===== config.mk =====
export PLATFORM = sky130hd
export DESIGN_NAME = rau_ctrl
export DESIGN_NICKNAME = d
export VERILOG_FILES = /design/src/rtl/rau_pkg.sv /design/src/rtl/rau_ctrl.sv
export SDC_FILE = /design/constraint.sdc
export NUM_CORES = 1
export LEC_CHECK = 0
export ABC_CLOCK_PERIOD_IN_PS = 1370
export BUFFER_PORTS_ARGS = -buffer_cell sky130_fd_sc_hd__buf_2
export CORE_AREA = 2 2 41 43
export DETAILED_ROUTE_END_ITERATION = 8
export DIE_AREA = 0 0 43 45
export HOLD_SLACK_MARGIN = 0.06
export PLACE_DENSITY_LB_ADDON = 0.1
export SETUP_SLACK_MARGIN = 0.4
export SLEW_MARGIN = 20
export SYNTH_ARGS = -nofsm -noshare
export SYNTH_HDL_FRONTEND = slang
export SYNTH_SLANG_ARGS = --single-unit

===== constraint.sdc =====
create_clock -name clk -period 1.37 [get_ports clk]
set_clock_uncertainty 0.05 [all_clocks]
set_input_delay 0.274 -clock clk [delete_from_list [all_inputs] [get_ports clk]]
set_output_delay 0.274 -clock clk [all_outputs]
set_load 0.02 [all_outputs]

===== src/rtl/rau_pkg.sv =====
package rau_pkg;

  // opcodes
  localparam logic [2:0] OP_ADD   = 3'd0;
  localparam logic [2:0] OP_SUB   = 3'd1;
  localparam logic [2:0] OP_MUL   = 3'd2;
  localparam logic [2:0] OP_DIV   = 3'd3;
  localparam logic [2:0] OP_INC   = 3'd4;
  localparam logic [2:0] OP_CMP   = 3'd5;
  localparam logic [2:0] OP_TRUNC = 3'd6;
  localparam logic [2:0] OP_NONE  = 3'd7;

  // result status codes
  localparam logic [1:0] ST_OK   = 2'd0;
  localparam logic [1:0] ST_ZERO = 2'd1;
  localparam logic [1:0] ST_OVF  = 2'd2;

  // multiplier step selects
  localparam logic [1:0] MSEL_P1 = 2'd0;
  localparam logic [1:0] MSEL_P2 = 2'd1;
  localparam logic [1:0] MSEL_P3 = 2'd2;

  // commands from controller to datapath
  typedef struct packed {
    logic       load;
    logic       mul_en;
    logic [1:0] mul_sel;
    logic       shift_en;
    logic       comb1;
    logic       comb2;
    logic       gcd_step;
    logic       g_set;
    logic       tr_set;
    logic       div_init;
    logic       div_step;
    logic       out_load;
  } cmd_t;

  // status from datapath to controller
  typedef struct packed {
    logic early;
    logic is_cmp;
    logic is_trunc;
    logic gcd_done;
    logic div_last;
  } stat_t;

endpackage


===== src/rtl/rau_ctrl.sv =====
module rau_ctrl
  import rau_pkg::*;
(
  input  logic  clk,
  input  logic  rst,
  input  logic  in_valid,
  output logic  in_ready,
  output logic  out_valid,
  input  logic  out_ready,
  input  stat_t stat,
  output cmd_t  cmd
);

  typedef enum logic [3:0] {
    S_IDLE, S_CHK, S_TRS, S_MUL1, S_MUL2, S_MUL3, S_MUL4,
    S_COMB1, S_COMB2, S_GCD, S_GSET, S_DIVI, S_DIV, S_FIN
  } state_t;

  state_t state, state_next;
  logic   out_load;

  assign in_ready = (state == S_IDLE);
  assign out_load = (state == S_FIN) && (!out_valid || out_ready);

  // next state
  always_comb begin
    state_next = state;
    unique case (state)
      S_IDLE:  if (in_valid) state_next = S_CHK;
      S_CHK: begin
        if (stat.early) state_next = S_FIN;
        else if (stat.is_trunc) state_next = S_TRS;
        else state_next = S_MUL1;
      end
      S_TRS:   state_next = S_DIVI;
      S_MUL1:  state_next = S_MUL2;
      S_MUL2:  state_next = S_MUL3;
      S_MUL3:  state_next = S_MUL4;
      S_MUL4:  state_next = stat.is_cmp ? S_FIN : S_COMB1;
      S_COMB1: state_next = S_COMB2;
      S_COMB2: state_next = S_GCD;
      S_GCD:   if (stat.gcd_done) state_next = S_GSET;
      S_GSET:  state_next = S_DIVI;
      S_DIVI:  state_next = S_DIV;
      S_DIV:   if (stat.div_last) state_next = S_FIN;
      S_FIN:   if (out_load) state_next = S_IDLE;
      default: state_next = S_IDLE;
    endcase
  end

  // datapath commands
  always_comb begin
    cmd          = '0;
    cmd.load     = (state == S_IDLE) && in_valid;
    cmd.mul_en   = (state == S_MUL1) || (state == S_MUL2) || (state == S_MUL3);
    cmd.mul_sel  = (state == S_MUL1) ? MSEL_P1 : (state == S_MUL2) ? MSEL_P2 : MSEL_P3;
    cmd.shift_en = (state == S_MUL2) || (state == S_MUL3) || (state == S_MUL4);
    cmd.comb1    = (state == S_COMB1);
    cmd.comb2    = (state == S_COMB2);
    cmd.gcd_step = (state == S_GCD) && !stat.gcd_done;
    cmd.g_set    = (state == S_GSET);
    cmd.tr_set   = (state == S_TRS);
    cmd.div_init = (state == S_DIVI);
    cmd.div_step = (state == S_DIV);
    cmd.out_load = out_load;
  end

  // state and output valid
  always_ff @(posedge clk) begin
    if (rst) begin
      state     <= S_IDLE;
      out_valid <= 1'b0;
    end else begin
      state <= state_next;
      if (out_load) out_valid <= 1'b1;
      else if (out_ready) out_valid <= 1'b0;
    end
  end

endmodule


---- After elaboration in Yosys (flattened, before gate mapping) ----
Index checks and enable logic that the tools add are counted.
operators by class
  $add $sub $neg .......................... 0
  $mul .................................... 0
  div/mod/pow operators ................... 0
  order comparisons ....................... 0
  equality and inequality tests ........... 17
  shift operators ......................... 0
  mux-type cells .......................... 12
  bitwise gates (word level) .............. 0
  reduce and logical (&&, ||, !) cells .... 14
operators with widths
  kind                  count
  $pmux W4 S13          1
  $eq A4 B4 Y1 const B  6
  $mux W4               6
  $eq A4 B3 Y1 const B  4
  $eq A4 B2 Y1 const B  2
  $ne A2 B2 Y1 const B  4
  $logic_or A1 B1 Y1    5
  $eq A4 B1 Y1 const B  1
  $logic_not A4 Y1      1
  $mux W2               2
  $reduce_and A4 Y1     1
  $logic_and A1 B1 Y1   3
  $mux W1               3
  $logic_not A1 Y1      2
  $reduce_bool A2 Y1    1
  $reduce_or A2 Y1      1
storage, ports and cells
  flip-flop bits (word level) ............. 5
  bits in latches ......................... 0
  RAM bits ................................ 0
  bits in read-only memories .............. 0
  input port bits ......................... 9
  output and inout port bits .............. 15
  word-level logic and storage cells ...... 45
  memories kept ........................... 0

---- Longest topological paths before layout ----
Gate-level depths: netlist (run 1).
  depth in word-level cells ............... 5
  mapped depth ............................ 6

---- Least setup slack after synthesis (run 1) ----
OpenSTA, ideal clock, no wires.
  kind .................................... register to output
  start ................................... register state[2]
  end ..................................... output port cmd[3] (netlist name)
  arrival time ............................ 1.401 ns
  data required time ...................... 1.046 ns
  slack ................................... -0.355 ns
  cell stages (with the launch flop) ...... 4
  buffers on the path ..................... 2
  cell sequence ........................... dfxtp_1 -> buf_4 -> buf_4 -> nor4b_1
RTL lines
  item                      line            text
  start: declaration        rau_ctrl.sv:19  state_t state, state_next;
  start signal: assignment  rau_ctrl.sv:74  state <= state_next;
  end: declaration          rau_ctrl.sv:11  output cmd_t cmd

==> results of run 1 <==
-- path summary, 6_finish.rpt --
check	startpoint	endpoint	slack (ns)	depth (start not counted)
worst max-delay path	state[1]	cmd[6]	-0.23	5
worst min-delay path	rst	state[0]	0.23	2
worst max register to register	state[1]	state[2]	-0.15	6
worst min register to register	out_valid	out_valid	0.54	2
-- state kept, by name, indices dropped and copies added (netlist names) --
signal and flops:
out_valid 1, state 4
-- metal layers --
metal  track usage [%]  share of wire (%)
met1              30.2                 44
met2              39.7                 50
met3              4.00                5.5
met4              8.48               0.74
met5                 0                  0
-- worst max-delay path, stage by stage (launching register included) --
cell     delay (ns)
dfxtp_4        0.36
buf_6          0.13
buf_6          0.11
nor2b_4        0.11
nor3b_4        0.19
buf_6          0.14
-- cells by family (layout without fill, tap and decap cells) --
group                  count (synthesis)  in the layout
AO/OA/AOI/OAI                         21             21
AND/OR/NAND/NOR                       39             39
buffers and inverters                  9             60
flip-flops                             5              5
multiplexers                           1              1
-- report_power, final --
group          leakage [nW]  internal, mW  switching [mW]
registers            0.0442         0.225           0.132
clock network        0.0150         0.110          0.0587
logic                 0.457          1.27           0.955
total                 0.516          1.60            1.15
-- per-stage QoR --
stage	cell area [um2]	utilization, %	setup slack (ns)
global route	1230	83.8	-0.300
global placement	905	61.5	-0.111
floorplan	724	-	-0.0213
CTS	1170	79.3	-0.235
finish	1230	83.8	-0.230
detailed placement	905	61.5	-0.103
-- cell usage after synthesis (all sizes together) (3+ instances only) --
master,instances
buf,8
nand2b,7
a21oi,6
nor2,6
dfxtp,5
nand2,5
o21ai,5
nor2b,4
nor3,3
nor3b,3
-- cells in the final DEF, fill, tap and decap left out, types with 2 or more instances in the layout --
master and n:
a21oi_2 3, o22ai_1 2, buf_2 8, buf_4 23, nand2b_1 4, o31a_1 2, dfxtp_4 4, nor2b_1 3
buf_12 2, nor2_4 2, nor3b_4 2, nand2_1 4, buf_6 22, nor3_4 2, nand2b_4 3, nor2_1 4
clkbuf_4 3, a21oi_1 2, o21ai_0 4
-- final cells by class --
class,instances,area [um2]
repair buffers,55,500
multi-input cells,61,566
fillers,88,239
well taps,16,20.0
inverters,1,3.75
flip-flops and latches,5,116
clock buffers,4,26.3
-- what timing repair did --
item / 4_1_cts / 5_1_grt
pin swaps: 7 / 5
buffers inserted: 13 / 1
resized for setup: 40 / 11
setup endpoints to repair: 20 / 20
==> summary.md, run 1 <==
| Metric | Value |
|---|---|
| Outcome | `complete, but fails checks` |
| Failing checks | `negative setup slack` |
| Post-synth EDFFs | `0` |
| Cell variety after synth | `31` |
| # DRC | `0` |
| Via count | `762` |
| Port buffer count | `23` |
| Die footprint | `slightly below 2000 um2` |
| CTS tree | `done` |
| Mux cell area share after synthesis | `1.78%` |
| Post-Synth XOR/XNOR Area | `0%` |
| Antenna viol nets, final | `0` |
| Share of cells above drive strength 1 | `72.2%` |
| Max Cap Viol | `0` |
| Largest family of logic cells by synthesized area | `simple AND/OR/NAND/NOR gates` |
| Crit path DAT | `1.28 ns` |
| Initial antenna violation count | `0` |
| Via count of the first global-routing pass | `749` |
| Top post-synthesis cells by area | `dfxtp_1 18%, nand2b_1 7.8%, a21oi_1 5.3%` |
| Number of DRC violations after detailed-routing iteration 0 | `21` |
| Area grow syn2layout | `119%` |
| Antenna diodes | `0` |
| CP Launch Type | `flop` |
| Min-delay worst type | `in2reg` |
| Crit Path Category | `reg2out` |
| Hold_ws | `~0.23 ns` |
| Die Wd | `43 um` |
| Slew at the pin with the worst max-slew slack | `0.332 ns` |
| Placeable Area | `between 1000 and 1500 um2` |
| Slew headroom | `77.9%` |
| First-pass GRT wire length | `about 3400 um` |
| YS warnings | `0` |
| Crit path capture type | `output port` |
| Setup TNS | `-2.95 ns` |
| Main synth FF type | `dfxtp_1` |
| Worst-path clk slew | `approximately 0.04 ns` |
| Starting density of the core | `38.3%` |
| I/O pin count | `24` |
| Row count | `14` |
| Final WL | `2030 um` |
| Seq/Total Area, Yosys | `approximately 18%` |
| Post-DP HPWL | `around 1300 um` |
| Die Ht | `around 45 um` |
| Number of synthesized register bits | `5` |
| Fin. max-slew vios | `0` |
| Max frequency | `625 MHz` |
| CP Max Fanout | `5` |
| Mapped Area | `563 um2` |
| Hold_buf cts | `0` |
| Final Setup Violations | `18` |
| Routability cong. | `roughly 0.77` |
| Synth Area in Simple Gates | `42.0%` |
| Syn avg cell area | `around 7.5 um2` |
| Net Count, Synth | `84` |
| Fin cells | `142` |
| H-Tree Depth | `1` |
| Yosys top cell by area | `dfxtp_1` |
| Fraction of registers with async set/reset | `0%` |
| CTS max path bufs | `2` |
| Largest net degree at the start of global routing | `12` |
| Via/cell ratio | `approximately 5.4` |
| Post-synth top area share | `17.8%` |
| Routed wire per std cell | `14.3 um` |
| DRT Pass-1 Iters | `4` |
| Cell total after placement | `roughly 120` |
| Compound-cell area share of the yosys netlist | `27.1%` |
| Root buffer cell | `clkbuf_4` |
| Final Worst Setup Slack | `-0.230 ns` |
| RSZ-0062 raised after global routing | `yes` |
| Skew-Pair Late Insertion Delay | `0.24 ns` |
| Crit path time final | `~1.6 ns` |
| GRT Residual Overflow | `0` |
| # nets final | `136` |
| Post-Synth Adder-Cell Area | `0%` |
| Mapped Cells | `75` |
| Final hold viol count | `0` |
| Static Leak | `around 0.52 nW` |
| GR Util All Layers | `23.4%` |
| Crit share post-route | `117%` |
| Clock sink count | `5` |
| Power consumption | `roughly 2.7 mW` |
| Pwr Density | `2230 nW/um2` |
| Worst Path Required | `1.05 ns` |
| Clock buffer count from CTS | `3` |
| VDD IR max | `1280 uV` |
Power figures use the tool's default switching activity.
==> run 2, diff against run 1 <==
--- a/config.mk
+++ b/config.mk
@@ -7,9 +7,11 @@
 export LEC_CHECK = 0
 export ABC_CLOCK_PERIOD_IN_PS = 1370
 export BUFFER_PORTS_ARGS = -buffer_cell sky130_fd_sc_hd__buf_2
-export CORE_AREA = 2 2 41 43
+export CELL_PAD_IN_SITES_DETAIL_PLACEMENT = 0
+export CELL_PAD_IN_SITES_GLOBAL_PLACEMENT = 2
+export CORE_AREA = 2 2 61 52
 export DETAILED_ROUTE_END_ITERATION = 8
-export DIE_AREA = 0 0 43 45
+export DIE_AREA = 0 0 63 54
 export HOLD_SLACK_MARGIN = 0.06
 export PLACE_DENSITY_LB_ADDON = 0.1
 export SETUP_SLACK_MARGIN = 0.4
==> summary.md, run 2 (synthesized netlist as in run 1, its figures left out) <==
| Metric | Value |
|---|---|
| CP Launch Type | `flop` |
| Max layer used | `met4` |
| Max frequency | `around 600 MHz` |
| Routability cong. | `0.687` |
| CTS max path bufs | `2` |
| First-pass GRT wire length | `3540 um` |
| Slowest stage cell, crit path | `dfxtp_4` |
| Crit Path Category | `reg2out` |
| Most frequent cells in the layout | `27 x buf_6, 24 x buf_4, 8 x buf_2` |
| Port buffer count | `23` |
| Skew-Pair Late Insertion Delay | `approximately 0.25 ns` |
| I/O pin count | `24` |
| Starting density of the core | `approximately a fifth` |
| Share of cells above drive strength 1 | `77.9%` |
| Hold Crit Start | `rst` |
| Largest stage delay, worst path | `0.38 ns` |
| CP Buf/Inv Count | `1` |
| GR Util All Layers | `~14%` |
| Commonest non-fill, non-tap cell in the layout | `buf_6` |
| Via/cell ratio | `roughly 4.4` |
| CP Max Fanout | `7` |
| RSZ-0062 raised after global routing | `yes` |
| Via count | `~760` |
| Setup TNS | `-2.67 ns` |
| Worst Path Required | `~1.1 ns` |
| VDD IR max | `861 uV` |
| Die Wd | `63 um` |
| Fin. max-slew vios | `0` |
| Placeable Area | `2860 um2` |
| Met2 WL | `1090 um` |
| Min-delay worst type | `in2reg` |
| Crit-path leading delay family | `simple AND/OR/NAND/NOR gates` |
| Power consumption | `2.92 mW` |
| # DRC | `0` |
| Post-DP HPWL | `between 1000 and 1500 um` |
| Crit share post-route | `118%` |
| Regs by FF count | `state x4, out_valid x1` |
| Number of DRC violations after detailed-routing iteration 0 | `9` |
| Worst-path clk slew | `~0.050 ns` |
| Root buffer cell | `clkbuf_4` |
| CTS tree | `done` |
| Antenna diodes | `0` |
| H-Tree Depth | `1` |
| Largest net degree at the start of global routing | `10` |
| Slew headroom | `77.6%` |
| Clock sink count | `5` |
| Crit path DAT | `around 1.3 ns` |
| Final Worst Setup Slack | `-0.250 ns` |
| Failing checks | `negative setup slack` |
| Via count of the first global-routing pass | `773` |
| Area grow syn2layout | `140%` |
| Static Leak | `0.579 nW` |
| Crit path time final | `1.62 ns` |
| Final Setup Violations | `18` |
| Metal3 WL | `87 um` |
| Row count | `18` |
| Hold_ws | `0.218 ns` |
| Pwr Density | `about 2200 nW/um2` |
| Met1 Wirelength | `998 um` |
| Antenna viol nets, final | `0` |
| Dpl ws | `-0.0855 ns` |
| Max Cap Viol | `0` |
| Die Ht | `54 um` |
| Max FFs per register | `4` |
| Worst flop-to-flop path startpoint | `state[2]` |
| Launch point of the worst path | `state[0]` |
| GRT Residual Overflow | `0` |
| Critical path cell sequence | `nor4_4 > and2_4 > buf_6` |
| DRT Pass-1 Iters | `4` |
| Biggest register | `state` |
| Routed wire per std cell | `12.7 um` |
| Slew at the pin with the worst max-slew slack | `0.336 ns` |
| Crit path capture type | `output port` |
| Outcome | `complete, but fails checks` |
| Die footprint | `between 3000 and 4000 um2` |
| Final WL | `2180 um` |
| # nets final | `141` |
| Final hold viol count | `0` |
| Initial antenna violation count | `0` |
| Post-Layout Inst Area | `~1400 um2` |
| Clock buffer count from CTS | `3` |
| Placed cell area | `992 um2` |
-- run 2: cell count changes in the layout (fill, tap and decap cells not counted), sizes merged --
cell and delta:
buf +5
-- run 2: layout make-up --
cell class,count,area [um2]
Fill cell,301,1510
Multi-Input combinational cell,61,611
Timing Repair Buffer,60,544
Sequential cell,5,116
Tap cell,40,50.0
Clock buffer,4,26.3
Inverter,1,3.75
-- run 2: worst register-to-register path, stage by stage (launching register included) --
cell and delay, ns:
dfxtp_4 0.38, buf_6 0.14, buf_6 0.13, mux2i_4 0.18, a31o_4 0.25, nand3b_1 0.17
a21oi_2 0.14
-- run 2: worst paths after layout --
| path | to | slack (ns) | cells after the start |
|---|---|---|---|
| max | cmd[12] | -0.25 | 3 |
| min | state[0] | 0.22 | 2 |
| max reg2reg | state[2] | -0.14 | 6 |
| min reg2reg | state[0] | 0.62 | 3 |
-- run 2: what timing repair did --
item | CTS | global route
pin swaps | 9 | 6
hold buffers | 0 | 0
buffers inserted | 10 | 3
cloned | 0 | 0
gates resized for setup | 60 | 7
setup endpoints to repair | 20 | 20
endpoints found under the hold margin | 0 | 0
-- run 2: power breakdown --
group / leakage, nW / internal, mW / switching, mW
Sequential: 0.0442 / 0.225 / 0.123
Combinational: 0.519 / 1.37 / 1.03
Clock: 0.0150 / 0.110 / 0.0645
-- run 2: per-layer routing --
metal / up-vias / global-route usage, %
li1: 381 / -
met1: 357 / 17.2
met2: 19 / 24.1
met3: 2 / 3.14
met4: 0 / 2.59
met5: - / 0
-- run 2: per-stage QoR --
stage | cells | utilization, %
after CTS | 168 | 45.4
after detailed placement | 154 | 34.7
final | 171 | 47.2
after floorplan | 75 | -
after global placement | 154 | 34.7
after global routing | 171 | 47.2
==> run 3, diff against run 2 <==
--- a/config.mk
+++ b/config.mk
@@ -5,15 +5,15 @@
 export SDC_FILE = /design/constraint.sdc
 export NUM_CORES = 1
 export LEC_CHECK = 0
-export ABC_CLOCK_PERIOD_IN_PS = 1370
+export ABC_CLOCK_PERIOD_IN_PS = 1500
 export BUFFER_PORTS_ARGS = -buffer_cell sky130_fd_sc_hd__buf_2
 export CELL_PAD_IN_SITES_DETAIL_PLACEMENT = 0
 export CELL_PAD_IN_SITES_GLOBAL_PLACEMENT = 2
-export CORE_AREA = 2 2 61 52
+export CORE_AREA = 2 2 58 49
 export DETAILED_ROUTE_END_ITERATION = 8
-export DIE_AREA = 0 0 63 54
+export DIE_AREA = 0 0 60 51
 export HOLD_SLACK_MARGIN = 0.06
-export PLACE_DENSITY_LB_ADDON = 0.1
+export PLACE_DENSITY_LB_ADDON = 0.08
 export SETUP_SLACK_MARGIN = 0.4
 export SLEW_MARGIN = 20
 export SYNTH_ARGS = -nofsm -noshare
==> constraint.sdc (replaced) <==
create_clock -name clk -period 1.5 [get_ports clk]
set_clock_uncertainty 0.05 [all_clocks]
set_input_delay 0.3 -clock clk [delete_from_list [all_inputs] [get_ports clk]]
set_output_delay 0.3 -clock clk [all_outputs]
set_load 0.02 [all_outputs]
==> summary.md, run 3 (synthesized netlist as in run 1, its figures left out) <==
| Metric | Value |
|---|---|
| Outcome | `complete, but fails checks` |
| Failing checks | `negative setup slack` |
| Crit path time final | `1.64 ns` |
| CP Max Fanout | `7` |
| Fin. max-slew vios | `0` |
| Most frequent cells in the layout | `30 x buf_6, 23 x buf_4, 8 x buf_2` |
| Post-DP HPWL | `1340 um` |
| Die footprint | `3060 um2` |
| Antenna viol nets, final | `0` |
| Power consumption | `2.75 mW` |
| CTS tree | `done` |
| GR Util All Layers | `between 10% and 20%` |
| GRT Residual Overflow | `0` |
| Placeable Area | `2570 um2` |
| Row count | `17` |
| Finished Core Util | `53.7%` |
| Regs by FF count | `state x4, out_valid x1` |
| Area grow syn2layout | `145%` |
| H-Tree Depth | `1` |
| Max frequency | `609 MHz` |
| Clock sink count | `5` |
| Starting density of the core | `approximately 22%` |
| Die Ht | `51 um` |
| Share of cells above drive strength 1 | `75.2%` |
| Crit path DAT | `1.29 ns` |
| Biggest register | `state` |
| Via count of the first global-routing pass | `between 700 and 800` |
| Post-Layout Inst Area | `1380 um2` |
| Root buffer cell | `clkbuf_4` |
| Commonest non-fill, non-tap cell in the layout | `buf_6` |
| DRT Pass-1 Iters | `4` |
| CTS max path bufs | `2` |
| Min-delay worst type | `in2reg` |
| Final Setup Violations | `15` |
| Max Cap Viol | `0` |
| Via count | `784` |
| Via/cell ratio | `between 4 and 5` |
| Final WL | `2280 um` |
| Worst-path clk slew | `about 0.050 ns` |
| Antenna diodes | `0` |
| Initial antenna violation count | `0` |
| Routed wire per std cell | `13.3 um` |
| I/O pin count | `24` |
| Crit path capture type | `output port` |
| Skew-Pair Late Insertion Delay | `between 0.2 and 0.25 ns` |
| Crit Path Category | `reg2out` |
| Die Wd | `roughly 60 um` |
| RSZ-0062 raised after global routing | `yes` |
| Clock buffer count from CTS | `3` |
| Max FFs per register | `4` |
| Slew at the pin with the worst max-slew slack | `0.348 ns` |
| Final Worst Setup Slack | `-0.143 ns` |
| VDD IR max | `696 uV` |
| Pwr Density | `1990 nW/um2` |
| Number of DRC violations after detailed-routing iteration 0 | `26` |
| CP Launch Type | `flop` |
| Port buffer count | `23` |
| # DRC | `0` |
| Worst Path Required | `1.15 ns` |
| Hold_buf cts | `0` |
| Placed cell area | `891 um2` |
| # nets final | `143` |
| Slew headroom | `76.8%` |
| Largest net degree at the start of global routing | `15` |
| First-pass GRT wire length | `3420 um` |
| Static Leak | `0.603 nW` |
| Hold_ws | `~0.27 ns` |
| Flop-to-flop setup slack | `-0.12 ns` |
| Routability cong. | `0.707` |
| Final hold viol count | `0` |
| Crit share post-route | `110%` |
-- run 3: changes by cell type in the layout (fill, tap and decap cells not counted), sizes merged --
| cell | delta |
|---|---|
| buf | +2 |
-- run 3: area by class of cell --
class                           count  area, um2
Inverter                            1       3.75
Clock buffer                        4       26.3
Sequential cell                     5        115
Tap cell                           38       47.5
Multi-Input combinational cell     61        618
Fill cell                         247       1190
Timing Repair Buffer               62        571
-- run 3: critical path: stages (launching register included) --
cell and delay [ns]:
dfxtp_4 0.37, buf_6 0.14, buf_6 0.12, nor4b_4 0.24, buf_4 0.18
-- run 3: repair_timing --
action | 4_1_cts | 5_1_grt
cloned | 0 | 0
pin swaps | 4 | 11
buffers inserted | 18 | 9
endpoints found under the setup margin | 19 | 20
gates resized for setup | 48 | 22
-- run 3: final timing paths --
kind	to	depth (start not counted)	startpoint
max	cmd[3]	4	state[2]
min	state[0]	2	rst
max reg2reg	state[2]	8	state[3]
min reg2reg	out_valid	2	out_valid
-- run 3: per-stage QoR --
| step | TNS [ns] | setup WS [ns] | std cells |
|---|---|---|---|
| after floorplan | 0 | 0.111 | 75 |
| after detailed placement | -0.00150 | -0.00150 | 140 |
| after CTS | -0.981 | -0.136 | 162 |
| after global routing | -2.04 | -0.183 | 171 |
| final | -1.24 | -0.143 | 171 |
| after global placement | -0.0429 | -0.0429 | 140 |
-- run 3: metal layers --
layer	global-route usage, %	up-vias	part of all wire [%]
met4	1.11	0	0
li1	-	386	-
met2	25.2	23	51
met3	2.53	0	3.9
met5	0	-	0
met1	19.3	375	45
-- run 3: where the power goes --
part | total, mW | internal [mW] | switching, mW
Combinational | 2.28 | 1.29 | 0.991
Clock | 0.157 | 0.101 | 0.0566
Sequential | 0.315 | 0.205 | 0.110
